`src/rtl/x87sfp_pkg.sv`:
```
package x87sfp_pkg;

	// extended format
	localparam logic [14:0] EXT_BIAS    = 15'd16383;
	localparam logic [14:0] SGL_BIAS    = 15'd127;
	// normal single: e15 = ex - 127 + 16383
	localparam logic [14:0] NORM_OFFSET = EXT_BIAS - SGL_BIAS;
	// subnormal single: e15 = 16383 - 149 + p
	localparam logic [14:0] SUB_OFFSET  = EXT_BIAS - 15'd149;

	localparam logic [7:0] SGL_EXP_SPECIAL = 8'hFF;

	// status word TOP field
	localparam int TOP_LSB = 11;
	localparam int TOP_MSB = 13;

	// tag codes
	localparam logic [1:0] TAG_VALID = 2'b00;
	localparam logic [1:0] TAG_ZERO  = 2'b01;
	localparam logic [15:0] TAGS_EMPTY = 16'hFFFF;

	localparam int STACK_DEPTH = 8;
	localparam int REG_WIDTH   = 80;

endpackage

```
`src/rtl/x87sfp_ram.sv`:
```
module x87sfp_ram #(
	parameter int WIDTH = 80,
	parameter int DEPTH = 8
) (
	input  logic                                     clk,
	input  logic                                     wr_en,
	input  logic [(DEPTH > 1 ? $clog2(DEPTH) : 1)-1:0] wr_addr,
	input  logic [WIDTH-1:0]                         wr_data,
	input  logic                                     rd_en,
	input  logic [(DEPTH > 1 ? $clog2(DEPTH) : 1)-1:0] rd_addr,
	output logic [WIDTH-1:0]                         rd_data
);

	logic [WIDTH-1:0] mem [DEPTH];

	always_ff @(posedge clk) begin
		if (wr_en) begin
			mem[wr_addr] <= wr_data;
		end
		if (rd_en) begin
			rd_data <= mem[rd_addr];
		end
	end

endmodule

```
`src/rtl/x87_single_float_push.sv`:
```
// channel | direction | handshake           | payload
// --------+-----------+---------------------+--------------------------------------
// in      | in        | in_valid/in_stall   | value_bits
// out     | out       | out_valid/out_stall | accepted, significand, sign_exponent,
//         |           |                     | stack_top, status_out, tags_out
//
// one push steps through the sequencer states in order: the accept edge writes the stack
// ram and enters ST_READ, which reads the same entry back through the ram's registered
// read port; ST_OUT raises out_valid and holds it until the result is taken
// a new request is taken only after the sequencer is back in ST_IDLE
// in_stall is high from acceptance until the result has been taken
// reset clears TOP, the status word and marks all tags empty; ram needs no clearing

module x87_single_float_push (
	input  logic        clk,
	input  logic        arst_n,
	input  logic        in_valid,
	output logic        in_stall,
	input  logic [31:0] value_bits,
	output logic        out_valid,
	input  logic        out_stall,
	output logic        accepted,
	output logic [63:0] significand,
	output logic [15:0] sign_exponent,
	output logic [2:0]  stack_top,
	output logic [15:0] status_out,
	output logic [15:0] tags_out
);

	// sequencer codes
	localparam logic [1:0] ST_IDLE = 2'd0;  // waiting for a request
	localparam logic [1:0] ST_READ = 2'd1;  // read back the written entry
	localparam logic [1:0] ST_OUT  = 2'd2;  // result presented

	logic [1:0]  state_q;
	logic [2:0]  top_q;
	logic [15:0] tags_q;
	logic        acc_q;

	logic        in_fire;
	logic        out_fire;

	// field split
	logic        sgn;
	logic [7:0]  ex;
	logic [22:0] fr;
	logic        is_special;
	logic        is_zero;

	// conversion
	logic [4:0]  lead_pos;
	logic [5:0]  sub_shift;
	logic [63:0] sig;
	logic [14:0] e15;
	logic [15:0] se;
	logic [2:0]  new_top;
	logic        do_push;

	// ram ports
	logic [x87sfp_pkg::REG_WIDTH-1:0] ram_wdata;
	logic [x87sfp_pkg::REG_WIDTH-1:0] ram_rdata;
	logic                             ram_rd_en;

	assign in_fire  = in_valid && !in_stall;
	assign out_fire = out_valid && !out_stall;

	assign sgn = value_bits[31];
	assign ex  = value_bits[30:23];
	assign fr  = value_bits[22:0];

	assign is_special = (ex == x87sfp_pkg::SGL_EXP_SPECIAL);
	assign is_zero    = (ex == 8'd0) && (fr == 23'd0);

	// index of the highest set fraction bit, for subnormals
	always_comb begin
		lead_pos = 5'd0;
		for (int i = 0; i < 23; i++) begin
			if (fr[i]) begin
				lead_pos = 5'(i);
			end
		end
	end

	assign sub_shift = 6'd63 - {1'b0, lead_pos};

	always_comb begin
		if (ex != 8'd0) begin
			// normal: explicit integer bit over the fraction
			sig = {1'b1, fr, 40'd0};
			e15 = {7'd0, ex} + x87sfp_pkg::NORM_OFFSET;
		end else begin
			// subnormal: leading one moved up to bit 63
			sig = {41'd0, fr} << sub_shift;
			e15 = {10'd0, lead_pos} + x87sfp_pkg::SUB_OFFSET;
		end
	end

	// zeros of either sign collapse to all zero
	assign se        = is_zero ? 16'd0 : {sgn, e15};
	assign ram_wdata = is_zero ? '0 : {se, sig};

	assign new_top = top_q - 3'd1;
	assign do_push = in_fire && !is_special;

	// stack registers; written on the accept edge, read back the cycle after
	assign ram_rd_en = (state_q == ST_READ);

	x87sfp_ram #(
		.WIDTH(x87sfp_pkg::REG_WIDTH),
		.DEPTH(x87sfp_pkg::STACK_DEPTH)
	) u_stack (
		.clk     (clk),
		.wr_en   (do_push),
		.wr_addr (new_top),
		.wr_data (ram_wdata),
		.rd_en   (ram_rd_en),
		.rd_addr (top_q),
		.rd_data (ram_rdata)
	);

	// sequencer
	always_ff @(posedge clk or negedge arst_n) begin
		if (!arst_n) begin
			state_q <= ST_IDLE;
		end else begin
			unique case (state_q)
				ST_IDLE: begin
					if (in_fire) begin
						state_q <= ST_READ;
					end
				end
				ST_READ: begin
					state_q <= ST_OUT;
				end
				ST_OUT: begin
					if (out_fire) begin
						state_q <= ST_IDLE;
					end
				end
				default: begin
					state_q <= ST_IDLE;
				end
			endcase
		end
	end

	// TOP and tag word
	always_ff @(posedge clk or negedge arst_n) begin
		if (!arst_n) begin
			top_q  <= 3'd0;
			tags_q <= x87sfp_pkg::TAGS_EMPTY;
			acc_q  <= 1'b0;
		end else begin
			if (in_fire) begin
				acc_q <= !is_special;
			end
			if (do_push) begin
				top_q <= new_top;
				for (int i = 0; i < x87sfp_pkg::STACK_DEPTH; i++) begin
					if (3'(i) == new_top) begin
						tags_q[2*i +: 2] <= is_zero ? x87sfp_pkg::TAG_ZERO
						                            : x87sfp_pkg::TAG_VALID;
					end
				end
			end
		end
	end

	assign in_stall  = (state_q != ST_IDLE);
	assign out_valid = (state_q == ST_OUT);

	// rejected requests report zero payload and the unchanged state
	assign accepted      = acc_q;
	assign significand   = acc_q ? ram_rdata[63:0] : 64'd0;
	assign sign_exponent = acc_q ? ram_rdata[79:64] : 16'd0;
	assign stack_top     = top_q;
	assign status_out    = {2'd0, top_q, 11'd0};
	assign tags_out      = tags_q;

endmodule

```
`config.mk`:
```
export PLATFORM = sky130hd
export DESIGN_NAME = x87_single_float_push
export DESIGN_NICKNAME = d
export VERILOG_FILES = /design/src/rtl/x87sfp_pkg.sv /design/src/rtl/x87sfp_ram.sv /design/src/rtl/x87_single_float_push.sv
export SDC_FILE = /design/constraint.sdc
export NUM_CORES = 1
export LEC_CHECK = 0
export ABC_CLOCK_PERIOD_IN_PS = 8400
export BUFFER_PORTS_ARGS = -buffer_cell sky130_fd_sc_hd__buf_2
export CAP_MARGIN = 20
export CORE_UTILIZATION = 45
export DETAILED_ROUTE_END_ITERATION = 7
export PLACE_DENSITY = 0.69
export SETUP_SLACK_MARGIN = 0.02
export SYNTH_ARGS = -nofsm -noshare
export SYNTH_HDL_FRONTEND = slang
export SYNTH_HIERARCHICAL = 1
export SYNTH_SLANG_ARGS = --single-unit
```
`constraint.sdc`:
```
create_clock -name clk -period 8.4 [get_ports clk]
set_input_delay 1.26 -clock clk [delete_from_list [all_inputs] [get_ports clk]]
set_output_delay 1.26 -clock clk [all_outputs]
set_load 0.01 [all_outputs]
```
# --- Word-level counts from Yosys, hierarchy flattened ---
# Memories as Yosys holds them, arrays and structs flattened. A register that Yosys moved wholly into a read port is not among the register bits.
# Cells that the tools add are included.
# Widths: inputs -> output; s select.
totals:
  reg_bits: 22
  ramBits: 640
  in_bits: 36
  out_inout_bits: 118
  elab_cells: 84
  n_memories: 1
mem_list:
  columns: ["name", "depth", "word_bits", "rd", "rd_ports_with_merged_regs", "write_ports", "line_no", "rtl"]
  rows:
  - ["u_stack.mem", 8, 80, 1, 1, 1, "x87sfp_ram.sv:14", "logic [WIDTH-1:0] mem [DEPTH];"]
op_classes:
  n_addsub: 4
  n_eq_ne: 12
  n_shift: 1
  muxes: 33
  reduce_logical: 22
op_table:
  columns: ["op", "n"]
  rows:
  - ["$mux 64", 2]
  - ["$mux 5", 19]
  - ["$mux 80", 1]
  - ["$shl 23x6->64", 1]
  - ["$logic_not 23->1", 1]
  - ["$reduce_and 2->1", 9]
  - ["$mux 16", 1]
  - ["$add 5x14->15 const B", 1]
  - ["$add 8x14->15 const B", 1]
  - ["$mux 15", 1]
  - ["$eq 3x3->1 const A", 4]
  - ["$eq 8x8->1 const B", 1]
  - ["$logic_not 8->1", 1]
  - ["$mux 2", 4]
  - ["$reduce_bool 8->1", 1]
  - ["$eq 2x3->1 const A", 2]
  - ["$pmux 2 s3", 1]
  - ["$sub 6x5->6 const A", 1]
  - ["$logic_and 1x1->1", 4]
  - ["$mux 1", 4]
  - ["$eq 1x3->1 const A", 1]
  - ["$logic_not 1->1", 3]
  - ["$logic_not 3->1", 1]
  - ["$sub 3x1->3 const B", 1]
  - ["other kinds (6)", 6]

# --- Logic depth before layout (Yosys ltp) ---
# Gate-level depths: netlist of the first run.
depth:
  ltp_word: 26
  depth_mapped: 12
  depth_no_buf: 10

# --- Cells and area by module ---
# The synthesis of the first run kept the hierarchy.
modules_own_cells:
  columns: ["mod", "n_inst", "cells_each", "area_each_um2", "seq_area_each_um2"]
  rows:
  - ["x87sfp_ram", 1, 1018, 26455.4, 21620.7]
  - ["x87_single_float_push", 1, 513, 3607.2, 570.5]

# --- Least setup slack after synthesis of the first run ---
# OpenSTA, ideal clock, no wires.
synth_timing:
  kind: "input port to flip-flop"
  start: "input in_valid"
  end: "memory u_stack.mem[4][0] (enable)"
  setup_ps: 617
  t_arrival_ps: 7227
  required_ps: 7783
  slack_ps: 555
  cell_stages: 6
  n_path_buf: 0
  cell_sequence: "inv_1 nor2_1 o21ai_1 inv_1 nand2_1 nor3_1"
synth_via:
  elab_chain_cells: 4
synth_rtl:
  columns: ["element", "line_no", "rtl"]
  rows:
  - ["start: declaration", "x87_single_float_push.sv:17", "input logic in_valid,"]
  - ["$logic_and 1x1->1", "x87_single_float_push.sv:64", "assign in_fire = in_valid && !in_stall;"]
  - ["$logic_and 1x1->1", "x87_single_float_push.sv:103", "assign do_push = in_fire && !is_special;"]
  - ["via do_push", "x87_single_float_push.sv:57", "logic do_push;"]
  - ["$mux 1", "x87sfp_ram.sv:17", "if (wr_en) begin"]
  - ["$mux 1 (not written as such)", "x87sfp_ram.sv:18", "mem[wr_addr] <= wr_data;"]
  - ["end: declaration", "x87sfp_ram.sv:14", null]
# The timed path passes the listed nets, and every way through them passes these cells.

# --- Worst setup path after layout of the first run ---
layout_timing:
  start: "register top_q[0], in the netlist stack_top[0]"
  end: "memory u_stack.mem[5][22] (enable)"
layout_via:
  elab_chain_cells: 1
layout_rtl:
  columns: ["element", "line_no", "rtl"]
  rows:
  - ["start: declaration", "x87_single_float_push.sv:36", "logic [2:0] top_q;"]
  - ["start signal: assignment", "x87_single_float_push.sv:158", "top_q <= new_top;"]
  - ["$sub 3x1->3", "x87_single_float_push.sv:102", "assign new_top = top_q - 3'd1;"]
  - ["via new_top[0]", "x87_single_float_push.sv:56", "logic [2:0] new_top;"]
# The timed path passes the listed nets, and every way through them passes these cells.

==> results of run 1 <==
area by class of cell:
cell class	instances	area (um^2)
fill	5220	30700
clock buffer	87	1990
clock inverter	47	477
timing repair buffer	167	916
tap	864	1080
multi-input combinational	1006	8550
sequential	742	22200
inverter	18	68.8
logic make-up (layout without fill, tap and decap cells):
logic type / after synthesis / in the layout
xor+xnor: 4 / 4
flops: 742 / 742
other cells: 1 / 333
mux: 246 / 246
buf+inv: 115 / 319
simple gates: 269 / 269
compound gates: 148 / 148
fa+ha+maj: 6 / 6
worst max path at each step:
stage | from | cells past startpoint | endpoint
floorplan | in_valid | 6 | u_stack/mem[4][0]
global placement | value_bits[14] | 10 | u_stack/mem[0][58]
detailed placement | value_bits[14] | 10 | u_stack/mem[2][58]
CTS | stack_top[0] | 6 | u_stack/mem[5][70]
global route | stack_top[0] | 6 | u_stack/mem[5][56]
finish | stack_top[0] | 6 | u_stack/mem[5][22]
Yosys cell counts (3+ instances only):
| cell type | n |
|---|---|
| inv_2 | 4 |
| a21oi_1 | 27 |
| nor2b_1 | 5 |
| edfxtp_1 | 720 |
| nand2_1 | 54 |
| nor2_2 | 4 |
| nor4_1 | 9 |
| nand2b_1 | 5 |
| nand3b_1 | 3 |
| a221oi_2 | 3 |
| buf_4 | 18 |
| o221ai_2 | 3 |
| a21o_1 | 3 |
| xnor2_1 | 3 |
| dfstp_2 | 16 |
| mux4_2 | 160 |
| o21a_1 | 5 |
| buf_6 | 13 |
| nor4_2 | 3 |
| and2_1 | 93 |
| inv_1 | 13 |
| ha_1 | 6 |
| a211oi_1 | 6 |
| mux2_2 | 81 |
| a221oi_1 | 6 |
| o221a_2 | 4 |
| dfrtp_1 | 6 |
| buf_1 | 4 |
| nand3_1 | 8 |
| buf_2 | 26 |
| mux2i_1 | 3 |
| clkbuf_1 | 36 |
| nand4_1 | 4 |
| o21ai_0 | 33 |
| o221ai_1 | 3 |
| nor3_1 | 11 |
| o21ai_1 | 9 |
| o22ai_1 | 5 |
| nor2_1 | 60 |
worst max-delay path: cells and delay by family (launching register included):
family / cells / cell delay [ns]
XOR/XNOR: 1 / 0.28
adder cells (fa/ha/maj): 1 / 0.34
buffers and inverters: 2 / 1.23
flip-flops: 1 / 1.02
AND/OR/NAND/NOR: 2 / 1.05
placed cells by master, fill, tap and decap left out, types with 5 or more instances in the layout:
cell,n
o21a_1,5
a211oi_1,6
conb_1,333
nand3_1,8
o22ai_1,5
inv_6,5
nand2b_1,5
nor2_1,53
bufinv_16,9
clkbuf_1,9
nor3_1,9
nor2_4,7
o21ai_0,33
nor2_2,5
buf_4,26
clkinv_2,12
nand2_1,54
ha_1,6
and2_1,93
a21oi_1,27
clkinv_1,18
buf_2,140
a221oi_1,6
edfxtp_1,720
mux4_2,160
nor4_1,9
mux2_2,81
inv_1,13
dfstp_2,16
o21ai_1,9
clkbuf_16,78
per-layer routing:
layer  share of wire (%)  vias up  GRT usage (%)
li1                    -     6806              -
met1                  43     8013           27.2
met2                  49      458           32.3
met3                 5.3       96           2.83
met4                 2.4        0           6.60
met5                   0        -              0
registers in the layout, summed over array words and instances (netlist names):
signal	cells
stack_top	3
u_stack/mem	640
state_q	2
tags_out	16
accepted	1
u_stack/rd_data	80
power breakdown:
| part | switching (uW) | leakage [uW] | total [uW] | internal, uW |
|---|---|---|---|---|
| Sequential | 304 | 0.00676 | 5170 | 4860 |
| Combinational | 1550 | 0.00416 | 2940 | 1390 |
| Clock | 1340 | 0.00120 | 3320 | 1970 |
metrics by stage:
stage	hold slack, ns	util [%]	setup slack, ns
after floorplan	0.483	-	0.555
after global placement	0.469	49.7	3.67
after detailed placement	0.475	49.7	3.62
after CTS	0.481	53.5	3.82
after global routing	0.493	53.5	3.52
final	0.482	53.5	3.93
==> impl_metrics.env, run 1 <==
export IMPL_status="finished with violations"
export IMPL_failed_checks="design-rule violations"
export IMPL_post_cts_buffers=0
export IMPL_portBuffers=140
export IMPL_start_util_pct=45.6
export IMPL_power_density_nw_per_um2=324
export IMPL_route_detailed_drc=22
export IMPL_cts_buffers=76
export IMPL_required_ns=8.62
export IMPL_die_w_um=260
export IMPL_synth_simple_area_share_pct=4.76
export IMPL_drive_gt1_share_pct=28.5
export IMPL_cp_slowest_cell="dfrtp_4"
export IMPL_synth_top_flop_cell="edfxtp_1"
export IMPL_grt_pass1_vias=15989
export IMPL_worst_slew_pin_slew_ns=1.05
export IMPL_cts_tree="done"
export IMPL_dieArea_um2=67800
export IMPL_final_area_um2=35300
export IMPL_crit_path_end_kind="register"
export IMPL_critPathMaxFanout=55
export IMPL_yosys_area_top_type="edfxtp_1"
export IMPL_ant_nets=0
export IMPL_cts_sinks=742
export IMPL_fin_worst_skew_ns=0.0222
export IMPL_ios=154
export IMPL_cp_arrival_ns=4.68
export IMPL_via_count=15373
export IMPL_yosysTopAreaCellShare_pct=71.9
export IMPL_h_tree_depth=3
export IMPL_timing_final_hold_violations=0
export IMPL_gp_congestion=0.902
export IMPL_synth_edff_count=720
export IMPL_grt_pass1_wl_mm=98.1
export IMPL_hold_end="tags_out[8]"
export IMPL_synthesis_area_um2=30100
export IMPL_setup_viol=0
export IMPL_p_total_uw=11400
export IMPL_cts_hold_buf=0
export IMPL_dpl_hpwl_mm=38.1
export IMPL_synth_async_sr_flop_share_pct=2.96
export IMPL_wl_per_cell_um=22.1
export IMPL_netlist_top_cells_area="edfxtp_1 72%, mux4_2 12%, mux2_2 3.0%, and2_1 1.9%, dfstp_2 1.4%"
export IMPL_rows=94
export IMPL_reg2reg_from="stack_top[0]"
export IMPL_synth_seq_cells=742
export IMPL_die_h_um=260
export IMPL_fin_nets=2053
export IMPL_maxSlewViolCount=0
export IMPL_min_period_over_period_pct=53.2
export IMPL_synthDistinctLibCells=78
export IMPL_root_buffer="clkbuf_16"
export IMPL_antenna_found_initial=0
export IMPL_drt_initial_drc_count=1466
export IMPL_rsz0062_at_grt="false"
export IMPL_synth_top_family_by_area="multiplexers"
export IMPL_cts_resized=0
export IMPL_maxCapViolations=0
export IMPL_grtUsageTotal_pct=19.7
export IMPL_synth_xor_area_share_pct=0.117
export IMPL_clock_path_buffers=3
export IMPL_ys_warn_count=6
export IMPL_via_per_inst=5.24
export IMPL_rrSetupSlack_ns=3.93
export IMPL_hp_class="reg2reg"
export IMPL_areaGrowthSynthToFinish_pct=17.4
export IMPL_vdd_ir_drop_worst_mv=0.189
export IMPL_hp_start="tags_out[8]"
export IMPL_rr_endpoint="u_stack/mem[5][22]"
export IMPL_slew_headroom_pct=29.8
export IMPL_final_setup_tns_ns=0
export IMPL_clkLatencyLatePin_ns=0.61
export IMPL_holdPathStages=2
export IMPL_period_minus_slack_ns=4.47
export IMPL_avgSynthCellArea_um2=19.6
export IMPL_power_leakage_uw=0.0121
export IMPL_path_cells="inv_1, ha_1, xor2_1, nand2_1, nor2_4, buf_4"
export IMPL_drt_total_wl_mm=64.8
export IMPL_critPathKind="reg2reg"
export IMPL_grt_overflow=0
export IMPL_reg2reg_depth=6
export IMPL_dr_pass1_iters=7
export IMPL_crit_path_start_kind="register"
export IMPL_max_stage_delay_ns=1.02
export IMPL_fin_cells=2931
export IMPL_grt_max_degree=65
export IMPL_synth_adder_area_share_pct=0.250
export IMPL_synth_compound_gate_area_share_pct=3.75
export IMPL_synth_seq_area_share_pct=73.8
export IMPL_fmax_mhz=224
export IMPL_path_clk_slew_ns=0.06
export IMPL_placed_cells=2797
export IMPL_n_antenna_cell=0
export IMPL_core_um2=66000
export IMPL_synthCells=1531
export IMPL_synthMuxAreaShare_pct=15.2
export IMPL_placed_cell_area_um2=32800
No activity file was read; power rests on OpenSTA's default activity.
==> run 2, diff against run 1 <==
ABC_CLOCK_PERIOD_IN_PS = 4100   (was 8400)
PLACE_DENSITY = 0.71   (was 0.69)
clock period = 4.1 ns   (was 8.4 ns; I/O delays follow)
==> impl_metrics.env, run 2 (synthesized netlist as in run 1, its figures left out) <==
export IMPL_die_h_um=260
export IMPL_clkLatencyLatePin_ns=0.63
export IMPL_layout_commonest_cell="edfxtp_1"
export IMPL_holdPathStages=2
export IMPL_ant_nets=0
export IMPL_maxSlewViolCount=0
export IMPL_power_density_nw_per_um2=660
export IMPL_antenna_found_initial=2
export IMPL_swShare_pct=28.3
export IMPL_clock_path_buffers=3
export IMPL_path_clk_slew_ns=0.06
export IMPL_reg2reg_depth=8
export IMPL_portBuffers=140
export IMPL_slew_headroom_pct=29.7
export IMPL_critPathMaxFanout=50
export IMPL_gp_congestion=0.962
export IMPL_drt_total_wl_mm=66.6
export IMPL_required_ns=3.48
export IMPL_cp_arrival_ns=2.76
export IMPL_vdd_ir_drop_worst_mv=0.649
export IMPL_grt_pass1_wl_mm=101
export IMPL_grt_max_degree=164
export IMPL_failed_checks="design-rule violations"
export IMPL_comb_power_share_pct=27.8
export IMPL_timing_final_hold_violations=0
export IMPL_cts_resized=0
export IMPL_route_detailed_drc=24
export IMPL_critPathKind="reg2out"
export IMPL_largest_reg_flops=640
export IMPL_power_leakage_uw=0.0125
export IMPL_worst_slew_pin_slew_ns=1.05
export IMPL_fin_cells=2991
export IMPL_top_register="u_stack/mem"
export IMPL_h_tree_depth=3
export IMPL_internal_power_uw=17000
export IMPL_cts_buffers=75
export IMPL_dieArea_um2=67800
export IMPL_grt_pass1_vias=16340
export IMPL_seqPwrFrac_pct=43.3
export IMPL_cts_tree="done"
export IMPL_clock_power_share_pct=29.0
export IMPL_setup_viol=0
export IMPL_drt_initial_drc_count=1242
export IMPL_switchingPower_uw=6710
export IMPL_fin_nets=2110
export IMPL_via_count=15508
export IMPL_areaGrowthSynthToFinish_pct=19.6
export IMPL_status="finished with violations"
export IMPL_wl_per_cell_um=22.3
export IMPL_ios=154
export IMPL_maxCapViolations=0
export IMPL_grt_overflow=0
export IMPL_placed_cells=2854
export IMPL_final_util_pct=54.5
export IMPL_root_buffer="clkbuf_16"
export IMPL_dr_pass1_iters=8
export IMPL_hp_class="in2reg"
export IMPL_fin_worst_skew_ns=0.0230
export IMPL_core_um2=66000
export IMPL_min_period_over_period_pct=82.4
export IMPL_dpl_hpwl_mm=39.8
export IMPL_via_per_inst=5.18
export IMPL_layout_common_cells="720 x edfxtp_1, 333 x conb_1, 160 x mux4_2"
export IMPL_period_minus_slack_ns=3.38
export IMPL_grtUsageTotal_pct=20.2
export IMPL_rows=94
export IMPL_start_util_pct=45.6
export IMPL_rsz0062_at_grt="false"
export IMPL_drive_gt1_share_pct=30.4
export IMPL_crit_path_start_kind="register"
export IMPL_fmax_mhz=296
export IMPL_cts_sinks=742
export IMPL_crit_path_end_kind="output port"
export IMPL_die_w_um=260
export IMPL_n_antenna_cell=0
run 2: power groups by stage:
stage	Combinational, uW	Clock, uW	Sequential [uW]
after global routing	7120	7330	10400
after floorplan	4640	0	10400
final	6580	6880	10300
after CTS	6760	7060	10300
after detailed placement	6720	0	10400
after global placement	6660	0	10400
run 2: worst max-delay path, cell delays in order (launching register included):
cell     delay (ns)
dfrtp_4        0.40
buf_4          0.51
buf_4          0.84
buf_2          0.29
run 2: final cells by class:
class                           instances  area, um^2
Inverter                               18        68.8
Timing Repair Buffer                  225        1540
Clock inverter                         41         512
Multi-Input combinational cell       1006        8560
Clock buffer                           95        1990
Tap cell                              864        1080
Fill cell                            5085       30000
Sequential cell                       742       22200
run 2: routing by layer:
layer  track usage (%)  wire (um)  up-vias
met1              27.6      28300     8030
met3              3.68       3800      104
met2              32.9      32800      445
met4              6.77       1650        2
li1                  -          -     6927
met5                 0         54        -
run 2: final timing paths:
kind / endpoint / from / slack (ns)
max: stack_top[1] / stack_top[1] / 0.72
min: state_q[1] / out_stall / 0.21
max reg2reg: u_stack/mem[4][6] / state_q[1] / 0.98
min reg2reg: tags_out[12] / tags_out[12] / 0.48
max in group asynchronous: stack_top[0] / arst_n / 3.04
min in group asynchronous: state_q[1] / arst_n / 0.54
run 2: per-stage QoR:
| stage | setup TNS (ns) | power [uW] | setup WS, ns | area (um^2) | hold WS (ns) |
|---|---|---|---|---|---|
| after global routing | 0 | 24800 | 0.624 | 36000 | 0.184 |
| after floorplan | -465.41 | 15000 | -1.07 | 31300 | 0.319 |
| after detailed placement | 0 | 17200 | 0.245 | 33400 | 0.474 |
| after CTS | 0 | 24100 | 0.651 | 36000 | 0.173 |
| after global placement | 0 | 17000 | 0.249 | 33400 | 0.468 |
| final | 0 | 23700 | 0.722 | 36000 | 0.213 |
run 2: what timing repair did:
action | 4_1_cts | 5_1_grt
buffers inserted | 0 | 0
hold endpoints to repair | 2 | 0
hold buffers | 1 | 0
